==> src/hdl/dse_pkg.sv <==
// shared constants, types and result codes of the statistics engine
package dse_pkg;

    localparam int MAX_SAMPLES = 64;
    localparam int IDX_W   = $clog2(MAX_SAMPLES);
    localparam int CNT_W   = $clog2(MAX_SAMPLES + 1);
    localparam int SUM_W   = 16 + IDX_W;
    localparam int SQ_W    = 31 + IDX_W;
    localparam int NSQ_W   = 2 * CNT_W;
    localparam int D_W     = 2 * SUM_W;
    localparam int DIVN_W  = D_W + 16;
    localparam int DIVD_W  = NSQ_W;
    localparam int DIVC_W  = $clog2(DIVN_W + 1);

    typedef enum logic [3:0] {
        KIND_COUNT    = 4'd0,
        KIND_SUM      = 4'd1,
        KIND_MEAN     = 4'd2,
        KIND_MIN      = 4'd3,
        KIND_MAX      = 4'd4,
        KIND_RANGE    = 4'd5,
        KIND_MEDIAN   = 4'd6,
        KIND_VARIANCE = 4'd7,
        KIND_STDDEV   = 4'd8,
        KIND_MODE     = 4'd9
    } stat_kind_t;

    typedef struct packed {
        logic signed [15:0] sample;
        logic               is_last;
    } dse_item_t;

    typedef struct packed {
        stat_kind_t         stat_kind;
        logic signed [63:0] stat_value;
        logic               overflowed;
        logic               is_final;
    } dse_result_t;

    // sample write from intake into the sort row
    typedef struct packed {
        logic               en;
        logic [IDX_W-1:0]   addr;
        logic signed [15:0] data;
    } dse_wr_t;

    // one finished set handed to the back end
    typedef struct packed {
        logic [CNT_W-1:0]        n;
        logic signed [SUM_W-1:0] sum;
        logic [SQ_W-1:0]         sq;
        logic                    ovf;
    } dse_job_t;

endpackage

==> src/hdl/dse_queue.sv <==
// two-entry queue of finished sets between intake and back end
module dse_queue
    import dse_pkg::*;
(
    input  logic     clk,
    input  logic     rst_n,
    input  logic     push,
    input  dse_job_t job_in,
    input  logic     pop,
    output dse_job_t job_out,
    output logic     not_empty
);

    dse_job_t   entries_reg [2];
    logic       wr_ptr_reg;
    logic       rd_ptr_reg;
    logic [1:0] fill_reg;

    assign job_out   = entries_reg[rd_ptr_reg];
    assign not_empty = fill_reg != 2'd0;

    // payload entries
    always_ff @(posedge clk)
    begin
        if (push)
        begin
            entries_reg[wr_ptr_reg] <= job_in;
        end
    end

    // pointers and fill level
    always_ff @(posedge clk or negedge rst_n)
    begin
        if (!rst_n)
        begin
            wr_ptr_reg <= 1'b0;
            rd_ptr_reg <= 1'b0;
            fill_reg   <= 2'd0;
        end
        else
        begin
            if (push)
            begin
                wr_ptr_reg <= !wr_ptr_reg;
            end
            if (pop)
            begin
                rd_ptr_reg <= !rd_ptr_reg;
            end
            if (push && !pop)
            begin
                fill_reg <= fill_reg + 2'd1;
            end
            else if (pop && !push)
            begin
                fill_reg <= fill_reg - 2'd1;
            end
        end
    end

endmodule

==> config.mk <==
export PLATFORM = sky130hd
export DESIGN_NAME = dse_queue
export DESIGN_NICKNAME = d
export VERILOG_FILES = /design/src/hdl/dse_pkg.sv /design/src/hdl/dse_queue.sv
export SDC_FILE = /design/constraint.sdc
export NUM_CORES = 1
export LEC_CHECK = 0
export ABC_AREA = 1
export CAP_MARGIN = 20
export CORE_ASPECT_RATIO = 1.5
export CORE_MARGIN = 2
export CORE_UTILIZATION = 65
export CTS_BUF_LIST = sky130_fd_sc_hd__clkbuf_8
export DETAILED_ROUTE_END_ITERATION = 10
export DONT_BUFFER_PORTS = 1
export MAX_ROUTING_LAYER = met4
export PLACE_DENSITY = 0.81
export REMOVE_ABC_BUFFERS = 1
export SLEW_MARGIN = 20
export SYNTH_ARGS = -nofsm -noshare
export SYNTH_HDL_FRONTEND = slang
export SYNTH_SLANG_ARGS = --single-unit
export TNS_END_PERCENT = 5
==> constraint.sdc <==
create_clock -name clk -period 9.5 [get_ports clk]
set_clock_uncertainty 0.1 [all_clocks]
set_input_delay 0.475 -clock clk [delete_from_list [all_inputs] [get_ports clk]]
set_output_delay 0.475 -clock clk [all_outputs]
set_load 0.01 [all_outputs]
==> results.toml, run 1 <==
[logic_synthesis]
synth_top_family_by_area = "multiplexers"
synth_edf_count = 134
ys_top_cells_by_count = "edfxtp_1 (134), mux2_2 (47), mux2_4 (20)"
synth_adder_area_share = 0.00244
synth_area_leaders = "edfxtp_1 (78%), mux2_2 (10%), mux2_4 (5.9%)"
synth_xor_area_frac = 0.00512
ys_types = 15
synth_flop_cell = "edfxtp_1"
synth_area_per_cell_sq_um = 22.0
synth_cells = 233
syn_area_sq_mm = 0.00513
synth-simple-area-share = 0.00732
synthMostInstantiatedCell = "edfxtp_1"
synth_top_cell_by_area = "edfxtp_1"
ys_seq_area_frac = 0.804
synthMuxAreaShare = 0.162
synth_compound_area_frac = 0
yosys_warnings = 0
synthArstFlopShare = 0.0290
yosysTopAreaCellShare = 0.785
ys_seq_elements = 138

[sta]
setup-violations-final = 0
tns_ns = 0
finalCritPeriodShare = 0.270
slew_violations = 0
rsz0062_at_grt = "false"
period_needed_ns = 2.56
tightest_slew_ns = 0.983
hold_viol_final = 0
maxSlewHeadroom = 0.344
max_freq_ghz = 0.390

[floorplanning]
io_pins = 139
die_x_microns = 76.5
dieArea_sq_mm = 0.00863
rows = 39
fp.dieH_microns = 113
initial_core_util = 0.669
core_area_sq_mm = 0.00766

[worst_setup_path]
worst_setup_path_start_kind = "flop"
cp-end-kind = "output port"
critPathMaxFanout = 68
path_delay_family = "flip-flops"
r2r-start = "wr_ptr_reg$_DFFE_PN0P_"
crit_required_ns = 8.93
crit_path_max_incr_delay_ns = 1.09
path_cells = "mux2_2"
slowest_stage = "dfrtp_4"
cp.buffers_inverters = 0
crit_start = "rd_ptr_reg$_DFFE_PN0P_"
worstPathArrival_ns = 1.99
criticalPathCategory = "flop to output port"

[global_routing]
grt-ovfl-total = 0
antenna_found_initial = 0
grt_max_degree = 69
grt.total_usage = 0.197
grt_pass1_wl_microns = 11700
grt_pass1_vias = 2171

[placed_design]
gp_congestion = 0.747
dp_hpwl_microns = 4980
io_buffers = 0

[detailed_routing]
firstDrtPassIters = 4
vias = 2092
vias_per_cell = 5.67
post-route-drc-count = 0
ant_nets = 0
first_iter_violations = 118
post_drt_wl_per_cell_microns = 21.1
routed_wl_microns = 7800

[cts]
cts_buffers = 17
htreeDepth = 4
root_buffer = "clkbuf_8"
cts_sinks = 138
cts_tree = "yes"
insertion_delay_ns = 0.42
cts_buffer_depth = 2
clkTransAtPathRegs_ns = 0.07

[power]
ir_drop_mv = 0.233
p_leak_nw = 1.96
power.density_mw_per_mm2 = 298

[final_layout]
drive_gt1_frac = 0.360
fin_nets = 326
fillers = 449
largest_register_ff_count = 134
seq_area_sq_mm = 0.00413
areaGrowthSynthToFinish_pct = 10.0
multi_input_area_sq_um = 913
num_antenna_cells = 0
fin_util = 0.736

[hold_path]
worstHoldStart = "job_in[42]"
hold_path_class = "input port to flop"

[flow_run]
cap_violations = 0

[run_status]
status = "complete, no violations"
## power by group
group / switching, W / total, W / internal [W] / leakage [nW]
Clock: 0.000192 / 0.000415 / 0.000223 / 0.190
Sequential: 0.0000915 / 0.000901 / 0.000809 / 1.30
Combinational: 0.000190 / 0.000363 / 0.000173 / 0.467
Total: 0.000473 / 0.00168 / 0.00121 / 1.96
## cell type report
cell class,count,share of cell area
Tap cell,102,0.0226
Sequential cell,138,0.732
Inverter,7,0.00466
Clock inverter,15,0.0208
Clock buffer,17,0.0415
Timing Repair Buffer,10,0.0169
Multi-Input combinational cell,80,0.162
## final timing paths
path / end / cells past startpoint / slack [ns]
worst max register to register: entries_reg[0][33]$_DFFE_PP_ / 2 / 7.35
worst min register to register: fill_reg[1]$_DFFE_PN0P_ / 2 / 0.37
worst max-delay path: job_out[24] / 1 / 6.94
min in group asynchronous: fill_reg[0]$_DFFE_PN0P_ / 1 / 0.22
worst min-delay path: entries_reg[1][42]$_DFFE_PP_ / 0 / 0.05
max in group asynchronous: rd_ptr_reg$_DFFE_PN0P_ / 1 / 8.89
## repair_timing
action,CTS,global route
buffers inserted,0,0
hold buffers,1,7
setup endpoints to repair,0,0
hold endpoints to repair,4,11
resized for setup,0,0
## metrics by stage
stage / instance area, sq um / hold slack, ns / cells / power (W) / setup slack [ns]
2_1_floorplan: 5060 / 0.0794 / 225 / 0.00121 / 5.58
3_3_place_gp: 5210 / 0.0795 / 329 / 0.00126 / 7.31
3_5_place_dp: 5210 / 0.0795 / 329 / 0.00128 / 7.27
4_1_cts: 5570 / 0.00664 / 362 / 0.00170 / 6.88
5_1_grt: 5640 / 0.00219 / 369 / 0.00175 / 6.81
6_report: 5640 / 0.0476 / 369 / 0.00168 / 6.94
## layer usage
layer	vias up	track usage	share of wire
met5	-	-	0
met4	0	0.0945	0.034
met3	24	0.0989	0.084
met2	102	0.330	0.56
met1	1021	0.185	0.32
li1	945	-	-
## cells by family (layout without fill, tap and decap cells)
kind of cell,count (synthesis),in the layout
multiplexers,67,67
AND/OR/NAND/NOR,9,9
XOR/XNOR,3,3
buffers and inverters,15,49
flip-flops,138,138
adder cells (fa/ha/maj),1,1
## cells in the final DEF, fill, tap and decap left out, drive strengths merged
master and count:
nand3 1, dlygate4sd3 8, buf 2, xnor2 1
xor2 2, dfrtp 4, nor2 1, edfxtp 134
nand2 6, inv 10, ha 1, clkinvlp 1
clkbuf 17, clkinv 9, bufinv 2, mux2 67
nand4 1
Power figures use the tool's default switching activity.
==> run 2, diff against run 1 <==
ABC_AREA = 0   (was 1)
clock period = 2.4 ns   (was 9.5 ns; I/O delays follow)
==> results.toml, run 2 <==
[run_status]
status = "complete, no violations"

[detailed_routing]
vias_per_cell = 5.65
post-route-drc-count = 0
routed_wl_microns = 9370
firstDrtPassIters = 4
post_drt_wl_per_cell_microns = 22.0
ant_nets = 0
first_iter_violations = 135
vias = 2407

[sta]
tns_ns = 0
hold_ws_ns = 0.195
finalCritPeriodShare = 0.910
tightest_slew_ns = 0.629
period_needed_ns = 2.18
slew_violations = 0
hold_viol_final = 0
max_freq_ghz = 0.458
setup-violations-final = 0
maxSlewHeadroom = 0.581
rsz0062_at_grt = "false"

[logic_synthesis]
ys_seq_elements = 138
ys_types = 15
ys_top_cells_by_count = "edfxtp_1 (134), mux2_2 (47), mux2_4 (20)"
synth_xor_area_frac = 0.00857
synth_top_cell_by_area = "edfxtp_1"
syn_area_sq_mm = 0.00511
ys_seq_area_frac = 0.807
synthArstFlopShare = 0.0290
synth_adder_area_share = 0.00245
synth_area_leaders = "edfxtp_1 (79%), mux2_2 (10%), mux2_4 (5.9%)"
synth_area_per_cell_sq_um = 22.8
synth_compound_area_frac = 0
synth_top_family_by_area = "multiplexers"
synth_edf_count = 134
yosys_warnings = 0
yosysTopAreaCellShare = 0.788
synthMostInstantiatedCell = "edfxtp_1"
synth-simple-area-share = 0.00441
synth_cells = 224
synth_flop_cell = "edfxtp_1"
synthMuxAreaShare = 0.162

[worst_setup_path]
cp-end-kind = "output port"
cp-endpoint = "job_out[50]"
crit_start = "rd_ptr_reg$_DFFE_PN0P_"
worstPathArrival_ns = 1.96
r2r-start = "wr_ptr_reg$_DFFE_PN0P_"
critPathMaxFanout = 40
worst_setup_path_start_kind = "flop"
rr_endpoint = "entries_reg[1][44]$_DFFE_PP_"
criticalPathCategory = "flop to output port"
reg2reg_depth = 2
reg2reg_slack_ns = 0.73
crit_required_ns = 2.18

[placed_design]
io_buffers = 0
dp_hpwl_microns = 5070
gp_congestion = 0.759
dp.cells = 323

[global_routing]
grt_pass1_vias = 2637
grt_max_degree = 41
grt_pass1_wl_microns = 14400
grt.total_usage = 0.239
antenna_found_initial = 0
grt-ovfl-total = 0

[final_layout]
areaGrowthSynthToFinish_pct = 25.8
fin_nets = 383
seq_area_sq_mm = 0.00413
largest_register_ff_count = 134
num_antenna_cells = 0
fillers = 351
layout_commonest_cell = "edfxtp_1"
layout_common_cells = "edfxtp_1 (134), dlygate4sd3_1 (71), mux2_2 (47)"
drive_gt1_frac = 0.324
multi_input_area_sq_um = 917
stdcell_count = 426

[floorplanning]
initial_core_util = 0.671
core_area_sq_mm = 0.00761
rows = 39
die_x_microns = 76.4
dieArea_sq_mm = 0.00860
fp.dieH_microns = 113
io_pins = 139

[power]
total_power_w = 0.00727
power.density_mw_per_mm2 = 1130
p_leak_nw = 2.27
ir_drop_mv = 0.929

[hold_path]
hold_path_class = "input port to flop"

[cts]
insertion_delay_ns = 0.41
clkTransAtPathRegs_ns = 0.08
cts_sinks = 138
holdBufCountCts = 71
ctsResizeCount = 0
cts_buffer_depth = 2
postCtsSetupBuffers = 0
cts_buffers = 17
cts_tree = "yes"
htreeDepth = 4
root_buffer = "clkbuf_8"

[flow_run]
cap_violations = 0
==> run 2: final cells by class <==
class,instances,area share
sequential,138,0.642
multi-input combinational,77,0.143
timing repair buffer,76,0.126
clock buffer,17,0.0364
clock inverter,15,0.0321
tap,102,0.0199
inverter,1,0.000584
==> run 2: how the worst min path moves through the flow <==
stage,from,end,slack (ns),cells after the start
2_1_floorplan,rst_n,fill_reg[0]$_DFFE_PN0P_,-0.28,0
3_3_place_gp,rst_n,fill_reg[0]$_DFFE_PN0P_,-0.28,0
3_5_place_dp,rst_n,wr_ptr_reg$_DFFE_PN0P_,-0.28,0
4_1_cts,push,entries_reg[1][26]$_DFFE_PP_,0.17,1
5_1_grt,push,entries_reg[1][26]$_DFFE_PP_,0.19,1
6_report,push,entries_reg[1][26]$_DFFE_PP_,0.19,1
==> run 2: cell families (layout without fill, tap and decap cells) <==
family	count (synthesis)	after routing
and+or+nand+nor	4	4
adders and majority gates	1	1
muxes	67	67
buffers and inverters	9	109
xor gates and xnor gates	5	5
DFF	138	138
==> run 2: power by group <==
group	internal, W	total, W	leakage (nW)	switching (W)
combinational	0.000840	0.00174	0.738	0.000897
sequential	0.00320	0.00349	1.30	0.000293
clock	0.00122	0.00204	0.225	0.000815
==> run 2: metal layers <==
metal  vias up  track usage  share of wire
li1       1063            -              -
met1      1192        0.257           0.37
met2       126        0.408           0.55
met3        26       0.0732          0.057
met4         0        0.108          0.028
met5         -            -              0
==> run 2: stage by stage <==
stage	area (sq um)	util	setup WS, ns
floorplan	5040	-	-1.58
global placement	5280	0.693	0.668
detailed placement	5280	0.693	0.649
CTS	6430	0.844	0.179
global route	6430	0.844	0.107
finish	6430	0.844	0.217
==> run 2: worst max-delay path: stages, from the launching register on <==
cell and delay [ns]:
dfrtp_4 0.84, buf_12 0.28, mux2_2 0.40
==> run 3, diff against run 2 <==
RECOVER_POWER = 50   (was not set)
==> results.toml, run 3 (synthesis gave the netlist of run 2 again) <==
[cts]
holdBufCountCts = 71
htreeDepth = 4
root_buffer = "clkbuf_8"
insertion_delay_ns = 0.41
cts_tree = "yes"
clkTransAtPathRegs_ns = 0.07
cts_buffer_depth = 2
cts_sinks = 138
ctsResizeCount = 0
cts_buffers = 17
postCtsSetupBuffers = 0

[sta]
finalCritPeriodShare = 0.910
setup-violations-final = 0
hold_viol_final = 0
rsz0062_at_grt = "false"
maxSlewHeadroom = 0.305
tns_ns = 0
slew_violations = 0
tightest_slew_ns = 1.04
period_needed_ns = 2.18
max_freq_ghz = 0.458

[global_routing]
grt.total_usage = 0.239
grt-ovfl-total = 0
grt_pass1_vias = 2637
antenna_found_initial = 0
grt_pass1_wl_microns = 14400
grt_max_degree = 41

[detailed_routing]
routed_wl_microns = 9350
first_iter_violations = 135
post-route-drc-count = 0
ant_nets = 0
vias_per_cell = 5.61
post_drt_wl_per_cell_microns = 21.9
firstDrtPassIters = 4
vias = 2388

[floorplanning]
die_x_microns = 76.4
initial_core_util = 0.671
fp.dieH_microns = 113
rows = 39
dieArea_sq_mm = 0.00860
core_area_sq_mm = 0.00761
io_pins = 139

[run_status]
status = "complete, no violations"

[worst_setup_path]
worstPathArrival_ns = 1.96
criticalPathCategory = "flop to output port"
path_cells = "buf_12, mux2_2"
crit_path_max_incr_delay_ns = 0.84
slowest_stage = "dfrtp_4"
critical_path_depth = 2
cp.buffers_inverters = 1
path_delay_family = "flip-flops"
reg2reg_depth = 2
cp-end-kind = "output port"
crit_start = "rd_ptr_reg$_DFFE_PN0P_"
worst_setup_path_start_kind = "flop"
critPathMaxFanout = 40
r2r-start = "wr_ptr_reg$_DFFE_PN0P_"
crit_required_ns = 2.18

[placed_design]
gp_congestion = 0.759
dp.cells = 323
dp_hpwl_microns = 5070
io_buffers = 0

[hold_path]
hold_path_class = "input port to flop"
holdPathStages = 1
worstHoldStart = "job_in[10]"

[final_layout]
stdcell_count = 426
layout_commonest_cell = "edfxtp_1"
fin_util = 0.844
layout_common_cells = "edfxtp_1 (134), dlygate4sd3_1 (71), mux2_2 (47)"
fin_nets = 383
areaGrowthSynthToFinish_pct = 25.7
largest_register_ff_count = 134
num_antenna_cells = 0
fillers = 352
drive_gt1_frac = 0.321

[power]
power.density_mw_per_mm2 = 1130
ir_drop_mv = 0.925
p_leak_nw = 2.26
total_power_w = 0.00726

[flow_run]
cap_violations = 0
==> run 3: cell counts in the layout (fill, tap and decap cells not counted) <==
No cell type changed its count.
==> run 3: through the flow <==
stage / instance area [sq um] / hold slack [ns] / worst slack [ns]
final: 6420 / 0.251 / 0.216
after global routing: 6420 / 0.219 / 0.107
after detailed placement: 5280 / -0.275 / 0.649
after floorplan: 5040 / -0.276 / -1.58
after global placement: 5280 / -0.275 / 0.668
after CTS: 6430 / 0.168 / 0.179
==> run 3: worst reg2reg max path, stage by stage (launching register included) <==
cell and delay, ns:
dfrtp_1 0.42, and2_1 0.85, buf_12 0.29
==> run 3: path summary, 6_finish.rpt <==
path	endpoint	slack (ns)
worst max-delay path	job_out[50]	0.22
max in group asynchronous	rd_ptr_reg$_DFFE_PN0P_	1.58
worst max register to register	entries_reg[1][39]$_DFFE_PP_	0.44
worst min register to register	fill_reg[1]$_DFFE_PN0P_	0.40
worst min-delay path	entries_reg[0][10]$_DFFE_PP_	0.25
min in group asynchronous	fill_reg[0]$_DFFE_PN0P_	0.41
==> run 3: area by class of cell <==
class                   count  area, sq um  share of cell area
flip-flops and latches    138         4130               0.643
multi-input cells          77          911               0.142
repair buffers             76          811               0.126
clock buffers              17          234              0.0364
clock inverters            15          206              0.0322
well taps                 102          128              0.0199
inverters                   1         3.75            0.000585
==> run 3: power by group <==
part | internal (W) | switching, W | leakage [nW] | total (W)
combinational | 0.000838 | 0.000897 | 0.733 | 0.00173
sequential | 0.00320 | 0.000289 | 1.30 | 0.00349
clock | 0.00122 | 0.000816 | 0.225 | 0.00204
==> run 3: layer usage <==
metal	vias up	share of wire	GRT usage
met1	1182	0.36	0.257
met5	-	0	-
met4	0	0.026	0.108
li1	1061	-	-
met3	24	0.056	0.0732
met2	121	0.56	0.408
