`config.mk`:
```
export PLATFORM = sky130hd
export DESIGN_NAME = dse_intake
export DESIGN_NICKNAME = d
export VERILOG_FILES = /design/src/hdl/dse_pkg.sv /design/src/hdl/dse_intake.sv
export SDC_FILE = /design/constraint.sdc
export NUM_CORES = 1
export LEC_CHECK = 0
export BUFFER_PORTS_ARGS = -buffer_cell sky130_fd_sc_hd__buf_4
export CELL_PAD_IN_SITES_DETAIL_PLACEMENT = 1
export CELL_PAD_IN_SITES_GLOBAL_PLACEMENT = 1
export CORE_ASPECT_RATIO = 1.5
export CORE_MARGIN = 2
export CORE_UTILIZATION = 49
export DETAILED_ROUTE_END_ITERATION = 8
export PLACE_DENSITY_LB_ADDON = 0.1
export REMOVE_ABC_BUFFERS = 1
export SLEW_MARGIN = 0
export SYNTH_ARGS = -nofsm -noshare
export SYNTH_HDL_FRONTEND = slang
export SYNTH_SLANG_ARGS = --single-unit
```
`constraint.sdc`:
```
create_clock -name clk -period 9.7 [get_ports clk]
set_input_delay 0.485 -clock clk [delete_from_list [all_inputs] [get_ports clk]]
set_output_delay 0.485 -clock clk [all_outputs]
set_load 0.02 [all_outputs]
```
`src/hdl/dse_pkg.sv`:
```
// shared constants, types and result codes of the statistics engine
package dse_pkg;

    localparam int MAX_SAMPLES = 64;
    localparam int IDX_W   = $clog2(MAX_SAMPLES);
    localparam int CNT_W   = $clog2(MAX_SAMPLES + 1);
    localparam int SUM_W   = 16 + IDX_W;
    localparam int SQ_W    = 31 + IDX_W;
    localparam int NSQ_W   = 2 * CNT_W;
    localparam int D_W     = 2 * SUM_W;
    localparam int DIVN_W  = D_W + 16;
    localparam int DIVD_W  = NSQ_W;
    localparam int DIVC_W  = $clog2(DIVN_W + 1);

    typedef enum logic [3:0] {
        KIND_COUNT    = 4'd0,
        KIND_SUM      = 4'd1,
        KIND_MEAN     = 4'd2,
        KIND_MIN      = 4'd3,
        KIND_MAX      = 4'd4,
        KIND_RANGE    = 4'd5,
        KIND_MEDIAN   = 4'd6,
        KIND_VARIANCE = 4'd7,
        KIND_STDDEV   = 4'd8,
        KIND_MODE     = 4'd9
    } stat_kind_t;

    typedef struct packed {
        logic signed [15:0] sample;
        logic               is_last;
    } dse_item_t;

    typedef struct packed {
        stat_kind_t         stat_kind;
        logic signed [63:0] stat_value;
        logic               overflowed;
        logic               is_final;
    } dse_result_t;

    // sample write from intake into the sort row
    typedef struct packed {
        logic               en;
        logic [IDX_W-1:0]   addr;
        logic signed [15:0] data;
    } dse_wr_t;

    // one finished set handed to the back end
    typedef struct packed {
        logic [CNT_W-1:0]        n;
        logic signed [SUM_W-1:0] sum;
        logic [SQ_W-1:0]         sq;
        logic                    ovf;
    } dse_job_t;

endpackage

```
`src/hdl/dse_intake.sv`:
```
// front end: takes samples, keeps running sums, hands a finished set to the queue
module dse_intake
    import dse_pkg::*;
(
    input  logic      clk,
    input  logic      rst_n,
    input  logic      start,
    input  dse_item_t item,
    output logic      busy,
    input  logic      done,
    output dse_wr_t   wr,
    output logic      push,
    output dse_job_t  job
);

    logic [CNT_W-1:0]        count_reg, count_next;
    logic signed [SUM_W-1:0] sum_reg, sum_next;
    logic [SQ_W-1:0]         sq_reg, sq_next;
    logic                    ovf_reg, ovf_next;
    logic                    busy_reg;
    logic                    accept;
    logic                    has_room;
    logic signed [31:0]      square;

    assign accept   = start && !busy_reg;
    assign has_room = count_reg < CNT_W'(MAX_SAMPLES);
    assign square   = item.sample * item.sample;
    assign busy     = busy_reg;

    // running totals for the set being loaded
    always_comb
    begin
        count_next = count_reg;
        sum_next   = sum_reg;
        sq_next    = sq_reg;
        ovf_next   = ovf_reg;
        if (has_room)
        begin
            count_next = count_reg + CNT_W'(1);
            sum_next   = sum_reg + {{(SUM_W-16){item.sample[15]}}, item.sample};
            sq_next    = sq_reg + SQ_W'($unsigned(square));
        end
        else
        begin
            ovf_next = 1'b1;
        end
    end

    // store write and hand-off
    assign wr.en   = accept && has_room;
    assign wr.addr = count_reg[IDX_W-1:0];
    assign wr.data = item.sample;
    assign push    = accept && item.is_last;
    assign job.n   = count_next;
    assign job.sum = sum_next;
    assign job.sq  = sq_next;
    assign job.ovf = ovf_next;

    always_ff @(posedge clk or negedge rst_n)
    begin
        if (!rst_n)
        begin
            count_reg <= '0;
            sum_reg   <= '0;
            sq_reg    <= '0;
            ovf_reg   <= 1'b0;
            busy_reg  <= 1'b0;
        end
        else
        begin
            if (accept)
            begin
                if (item.is_last)
                begin
                    count_reg <= '0;
                    sum_reg   <= '0;
                    sq_reg    <= '0;
                    ovf_reg   <= 1'b0;
                    busy_reg  <= 1'b1;
                end
                else
                begin
                    count_reg <= count_next;
                    sum_reg   <= sum_next;
                    sq_reg    <= sq_next;
                    ovf_reg   <= ovf_next;
                end
            end
            else if (done)
            begin
                busy_reg <= 1'b0;
            end
        end
    end

endmodule

```
==> results.sh, run 1 <==
export IMPL_critPathMaxFanout=17
export IMPL_cts_buffers_inserted=9
export IMPL_start_util_pct=49.4
export IMPL_finalCritPeriodShare_pct=95.3
export IMPL_routabilityCongestion=0.877
export IMPL_hold_viol_final=0
export IMPL_floorplan_die_area_um2=31700
export IMPL_final_antenna_net_count=0
export IMPL_fmax_ghz=0.108
export IMPL_ioPinCount=113
export IMPL_top_layer_reached_by_signal_wires="met4"
export IMPL_ctsRootBufferMaster="sky130_fd_sc_hd__clkbuf_16"
export IMPL_dpl_cell_count=2142
export IMPL_yosysWarnings=0
export IMPL_fin_setup_tns_ns=0
export IMPL_hold_ws_ns=0.241
export IMPL_worst_clock_skew_ns=0.00626
export IMPL_first_global_vias=13469
export IMPL_tritoncts_clock_tree="done"
export IMPL_synth_xor_xnor_area_share_pct=5.50
export IMPL_die_h_um=217
export IMPL_dp_worst_setup_slack_ns=0.357
export IMPL_synthesis_stage_register_bit_count=68
export IMPL_timing_critical_path_required_ns=9.22
export IMPL_post_synth_cell_area_avg_um2=8.75
export IMPL_worst_slew_margin_rel_pct=35.0
export IMPL_place_detailed_hpwl_um=34400
export IMPL_post_route_min_period_ns=9.25
export IMPL_core_um2=30000
export IMPL_synth_top_family_by_area="adder cells"
export IMPL_crit_top_cell="sky130_fd_sc_hd__fa_1"
export IMPL_clkLatencyLatePin_ns=0.36
export IMPL_largest_reg_flops=37
export IMPL_cts_hold_buf=0
export IMPL_area_growth_syn_to_layout_pct=9.43
export IMPL_drcViolationCount=0
export IMPL_route_final_wire_length_um=42100
export IMPL_final_nets=2150
export IMPL_globalRouteOverflowTotal=0
export IMPL_mappedNetlistArea_um2=14800
export IMPL_wl_met3_um=1440
export IMPL_crit_path_max_incr_delay_ns=0.54
export IMPL_clk_transition_reported_paths_ns=0.06
export IMPL_netlist_instances=1694
export IMPL_postSynth_asyncResetShare_pct=100
export IMPL_timing_max_transition_violations_final=0
export IMPL_met2_routed_wl_um=22200
export IMPL_first_drt_iteration_drcs=370
export IMPL_synth_cell_types=70
export IMPL_timing_final_setup_violations=0
export IMPL_grt_setup_unrepaired="no"
export IMPL_synth_enable_flop_cells=0
export IMPL_worst_slew_pin_transition_ns=0.976
export IMPL_finish_cell_count_without_fillers=2158
export IMPL_cap_violations=0
export IMPL_drive_above_1_share_pct=10.0
export IMPL_timing_critical_path_slowest_stage_cell="sky130_fd_sc_hd__fa_1"
export IMPL_worstSetupEndpointType="primary output"
export IMPL_synth_adder_area_share_pct=43.8
export IMPL_min_path_type="in2async"
export IMPL_buffer_ports_inserted=112
export IMPL_critical_path_arrival_ns=8.76
export IMPL_start_kind="input pin"
export IMPL_routed_via_density=5.48
export IMPL_grt_pass1_wl_um=70500
export IMPL_vias=11830
export IMPL_muxShareOfSynthArea_pct=0.963
export IMPL_htree_num_levels=3
export IMPL_antenna_diode_count=0
export IMPL_final_setup_slack_of_the_worst_path_ns=0.454
export IMPL_compound_gate_fraction_of_synth_area_pct=14.8
export IMPL_cts_path_max_buffers=2
export IMPL_grt_max_degree=101
export IMPL_synth_sequential_area_ratio_pct=11.5
export IMPL_synth_simple_gate_area_share_pct=12.4
export IMPL_avgRoutedWirePerCell_um=19.5
export IMPL_drt_first_pass_iters=4
export IMPL_grtUsageTotal_pct=28.0
export IMPL_met1_length_um=17200
export IMPL_number_of_rows_in_the_core_area=78
export IMPL_setup_worst_path_class="in2out"
export IMPL_synth_top_flop_cell="sky130_fd_sc_hd__dfrtp_1"
export IMPL_count_of_clock_tree_sinks=68
export IMPL_floorplan_die_width_um=146
export IMPL_grt_antenna_before_repair=0
export IMPL_outcome="completed"
-- final cells by class --
| class | count | area [um^2] |
|---|---|---|
| clock inverters | 3 | 42.5 |
| repair buffers | 122 | 916 |
| inverters | 338 | 1270 |
| fillers | 3602 | 13700 |
| flip-flops and latches | 68 | 1700 |
| well taps | 400 | 500 |
| multi-input cells | 1214 | 11500 |
| clock buffers | 13 | 280 |
-- cell families (layout without fill, tap and decap cells) --
| family | after synthesis | count (layout) |
|---|---|---|
| compound gates | 330 | 330 |
| xor+xnor | 93 | 93 |
| fa+ha+maj | 376 | 376 |
| buf+inv | 412 | 476 |
| flops | 68 | 68 |
| mux | 13 | 13 |
| simple gates | 402 | 402 |
-- metrics by stage --
stage / instance area, um^2 / util (%)
floorplan: 14500 / -
global placement: 15900 / 53.0
detailed placement: 15900 / 53.0
CTS: 16200 / 54.1
global route: 16200 / 54.1
finish: 16200 / 54.1
-- synth_stat cells (6+ instances only) --
cell type                    n  share of area, %
sky130_fd_sc_hd__or3_1       8              0.34
sky130_fd_sc_hd__dfrtp_1    68                11
sky130_fd_sc_hd__o21a_1     13              0.66
sky130_fd_sc_hd__nand3_1    23              0.78
sky130_fd_sc_hd__o21bai_1    9              0.46
sky130_fd_sc_hd__and3_1      7              0.30
sky130_fd_sc_hd__nor2b_1     9              0.38
sky130_fd_sc_hd__ha_1      138                12
sky130_fd_sc_hd__a211oi_1    6              0.30
sky130_fd_sc_hd__mux2_2     10              0.76
sky130_fd_sc_hd__inv_1     336               8.5
sky130_fd_sc_hd__nor2_1     73               1.8
sky130_fd_sc_hd__nor3_1     14              0.47
sky130_fd_sc_hd__o21ai_0    91               3.1
sky130_fd_sc_hd__xnor2_1    62               3.7
sky130_fd_sc_hd__nand2b_1   11              0.46
sky130_fd_sc_hd__nand4_1     9              0.38
sky130_fd_sc_hd__a21oi_1    63               2.1
sky130_fd_sc_hd__fa_1      238                32
sky130_fd_sc_hd__buf_4      23               1.2
sky130_fd_sc_hd__xor2_1     31               1.8
sky130_fd_sc_hd__clkbuf_1   47               1.2
sky130_fd_sc_hd__o31ai_1     9              0.46
sky130_fd_sc_hd__nand2_1   189               4.8
sky130_fd_sc_hd__a22o_1     41               2.4
sky130_fd_sc_hd__a21o_1     36               1.8
sky130_fd_sc_hd__a31oi_1    11              0.46
sky130_fd_sc_hd__and2_1     43               1.8
-- layout by cell type, fill, tap and decap left out, types with 10 or more instances in the layout --
master / n
sky130_fd_sc_hd__xor2_1: 31
sky130_fd_sc_hd__buf_4: 122
sky130_fd_sc_hd__nand3_1: 23
sky130_fd_sc_hd__nand2_1: 188
sky130_fd_sc_hd__mux2_2: 10
sky130_fd_sc_hd__a21o_1: 36
sky130_fd_sc_hd__and2_1: 43
sky130_fd_sc_hd__a21oi_1: 62
sky130_fd_sc_hd__fa_1: 238
sky130_fd_sc_hd__xnor2_1: 62
sky130_fd_sc_hd__o21ai_0: 91
sky130_fd_sc_hd__a31oi_1: 11
sky130_fd_sc_hd__dfrtp_1: 67
sky130_fd_sc_hd__nor3_1: 13
sky130_fd_sc_hd__a22o_1: 41
sky130_fd_sc_hd__ha_1: 137
sky130_fd_sc_hd__o21a_1: 13
sky130_fd_sc_hd__inv_1: 336
sky130_fd_sc_hd__nand2b_1: 11
sky130_fd_sc_hd__nor2_1: 72
-- critical path, delay by kind of cell --
family	cells	cell delay, ns
buf+inv	7	0.91
simple gates	5	0.86
fa+ha+maj	8	3.69
xor+xnor	3	0.58
compound gates	9	2.20
-- path summary, 6_finish.rpt --
| path | end | slack [ns] | start | cells past startpoint |
|---|---|---|---|---|
| setup reg to reg | sq_reg[32] | 6.60 | sq_reg[0] | 11 |
| hold reg to reg | sum_reg[17] | 0.51 | sum_reg[17] | 2 |
| min in group clk | busy | 0.30 | done | 2 |
| setup / recovery | job[33] | 0.45 | item[3] | 32 |
| hold / removal | sum_reg[12] | 0.24 | rst_n | 1 |
| max in group asynchronous | count_reg[6] | 8.75 | rst_n | 1 |
-- per-layer routing --
metal  vias to the layer above  track usage, %
li1                       5525               -
met5                         -               0
met1                      6025            34.1
met4                         0            9.22
met2                       214            51.5
met3                        66            3.44
-- repair_timing --
item                       4_1_cts  5_1_grt
setup buffers                    0        0
setup endpoints to repair        0        8
resized for setup                0        4
Power of run 1 is not shown: default switching activity piles up to over one toggle a cycle in this logic, so the estimate is an artifact.
==> inputs of run 2 (changes only) <==
--- a/config.mk
+++ b/config.mk
@@ -14,7 +14,7 @@
 export DETAILED_ROUTE_END_ITERATION = 8
 export PLACE_DENSITY_LB_ADDON = 0.1
 export REMOVE_ABC_BUFFERS = 1
-export SLEW_MARGIN = 0
+export SLEW_MARGIN = 20
 export SYNTH_ARGS = -nofsm -noshare
 export SYNTH_HDL_FRONTEND = slang
 export SYNTH_SLANG_ARGS = --single-unit
==> constraint.sdc (replaced) <==
create_clock -name clk -period 9.7 [get_ports clk]
set_input_delay 1.455 -clock clk [delete_from_list [all_inputs] [get_ports clk]]
set_output_delay 1.455 -clock clk [all_outputs]
set_load 0.02 [all_outputs]
==> run 2 against run 1 <==
The run now ends with setup timing left. Flip-flop and latch count did not move. Worst hold slack improved by 0.29 ns. First-iteration DRC count rose by 92%. Critical path type unchanged.
==> results.sh, run 2 (synthesized netlist as in run 1, its figures left out) <==
export IMPL_start_util_pct=49.4
export IMPL_timing_final_setup_violations=23
export IMPL_critical_path_arrival_ns=9.25
export IMPL_fmax_ghz=0.0934
export IMPL_finish_cell_count_without_fillers=2482
export IMPL_drcViolationCount=0
export IMPL_failing_checks="setup timing"
export IMPL_final_nets=2474
export IMPL_clkLatencyLatePin_ns=0.37
export IMPL_final_setup_slack_of_the_worst_path_ns=-1.00
export IMPL_commonest_non_fill_non_tap_cells_in_the_layout="413 x sky130_fd_sc_hd__buf_4, 317 x sky130_fd_sc_hd__inv_1, 227 x sky130_fd_sc_hd__fa_1"
export IMPL_timing_critical_path_slowest_stage_cell="sky130_fd_sc_hd__fa_1"
export IMPL_setup_worst_path_class="in2out"
export IMPL_route_final_wire_length_um=63400
export IMPL_ioPinCount=113
export IMPL_worstSetupEndpointType="primary output"
export IMPL_avgRoutedWirePerCell_um=25.5
export IMPL_timing_critical_path_required_ns=8.25
export IMPL_critPathMaxFanout=10
export IMPL_cts_hold_buf=0
export IMPL_worst_clock_skew_ns=0.00961
export IMPL_core_um2=30000
export IMPL_final_antenna_net_count=0
export IMPL_vias=14611
export IMPL_finalCritPeriodShare_pct=110
export IMPL_hold_ws_ns=0.529
export IMPL_number_of_rows_in_the_core_area=78
export IMPL_crit_top_cell="sky130_fd_sc_hd__fa_1"
export IMPL_floorplan_die_area_um2=31700
export IMPL_largest_reg_flops=37
export IMPL_start_kind="input pin"
export IMPL_antenna_diode_count=0
export IMPL_final_common_cell="sky130_fd_sc_hd__buf_4"
export IMPL_seq_area_um2=1700
export IMPL_clk_transition_reported_paths_ns=0.06
export IMPL_post_route_min_period_ns=10.70
export IMPL_drive_above_1_share_pct=31.0
export IMPL_routabilityCongestion=0.885
export IMPL_drt_first_pass_iters=5
export IMPL_routed_via_density=5.89
export IMPL_globalRouteOverflowTotal=0
export IMPL_area_growth_syn_to_layout_pct=32.6
export IMPL_grt_max_degree=102
export IMPL_wl_met3_um=2900
export IMPL_min_path_type="reg2reg"
export IMPL_first_drt_iteration_drcs=712
export IMPL_count_of_clock_tree_sinks=68
export IMPL_dpl_cell_count=2390
export IMPL_buffer_ports_inserted=112
export IMPL_cts_buffers_inserted=9
export IMPL_grt_pass1_wl_um=89700
export IMPL_worst_slew_margin_rel_pct=27.9
export IMPL_cts_path_max_buffers=2
export IMPL_top_layer_reached_by_signal_wires="met4"
export IMPL_hold_viol_final=0
export IMPL_place_detailed_hpwl_um=41200
export IMPL_grtUsageTotal_pct=36.5
export IMPL_worst_slew_pin_transition_ns=1.08
export IMPL_htree_num_levels=3
export IMPL_outcome="finished with violations"
export IMPL_met1_length_um=21800
export IMPL_die_h_um=217
export IMPL_grt_setup_unrepaired="yes"
export IMPL_cap_violations=0
export IMPL_timing_max_transition_violations_final=0
export IMPL_tritoncts_clock_tree="done"
export IMPL_crit_path_max_incr_delay_ns=0.64
export IMPL_ctsRootBufferMaster="sky130_fd_sc_hd__clkbuf_16"
export IMPL_floorplan_die_width_um=146
export IMPL_post_route_util_pct=65.6
export IMPL_layout_filler_cells=3481
export IMPL_grt_antenna_before_repair=1
export IMPL_met2_routed_wl_um=33800
export IMPL_multiInputGateArea_um2=12300
export IMPL_first_global_vias=16490
==> run 2: cell count changes in the layout (fill, tap and decap cells not counted), sizes merged <==
cell / delta
bufinv: +2
buf: +324
inv: -2
clkinv: +1
clkbuf: -2
clkinvlp: +1
==> run 2: worst paths after layout <==
kind / from / end / slack [ns] / cells after the start
worst max-delay path: item[3] / job[31] / -1.00 / 34
worst min-delay path: sum_reg[13] / sum_reg[13] / 0.53 / 2
worst max register to register: sq_reg[4] / sq_reg[36] / 5.00 / 25
worst min register to register: sum_reg[13] / sum_reg[13] / 0.53 / 2
max in group asynchronous: rst_n / count_reg[6] / 7.72 / 1
min in group asynchronous: rst_n / sum_reg[12] / 1.23 / 1
==> run 2: final cells by class <==
cell class              instances  share of cell area [%]
inverters                     338                    6.51
repair buffers                446                    18.0
multi-input cells            1214                    62.6
flip-flops and latches         68                    8.67
clock inverters                 5                   0.510
well taps                     400                    2.55
clock buffers                  11                    1.18
==> run 2: timing repair <==
action	4_1_cts	5_1_grt
setup buffers	59	19
setup endpoints to repair	22	25
gates cloned	0	0
gates resized for setup	175	72
pin swaps	67	58
==> run 2: critical path, delay by kind of cell <==
kind	cells	cell delay, ns
AND/OR/NAND/NOR	7	1.18
buffers and inverters	9	1.07
adder cells (fa/ha/maj)	8	3.85
XOR/XNOR	2	0.38
AO/OA/AOI/OAI	8	1.26
==> run 2: layer usage <==
metal / GRT usage, % / vias up
li1: - / 6156
met2: 69.5 / 659
met4: 19.1 / 0
met3: 4.97 / 336
met1: 39.0 / 7460
met5: 0 / -
==> run 2: stage by stage <==
stage / area [um^2] / setup TNS, ns / setup slack, ns
after floorplan: 14500 / -2.20 / -0.334
after global placement: 17800 / -9.78 / -0.730
after detailed placement: 17800 / -13.99 / -0.999
after CTS: 19200 / -7.37 / -0.544
after global routing: 19600 / -21.14 / -1.23
final: 19600 / -16.09 / -1.00
Power of run 2 is left out for the same reason.
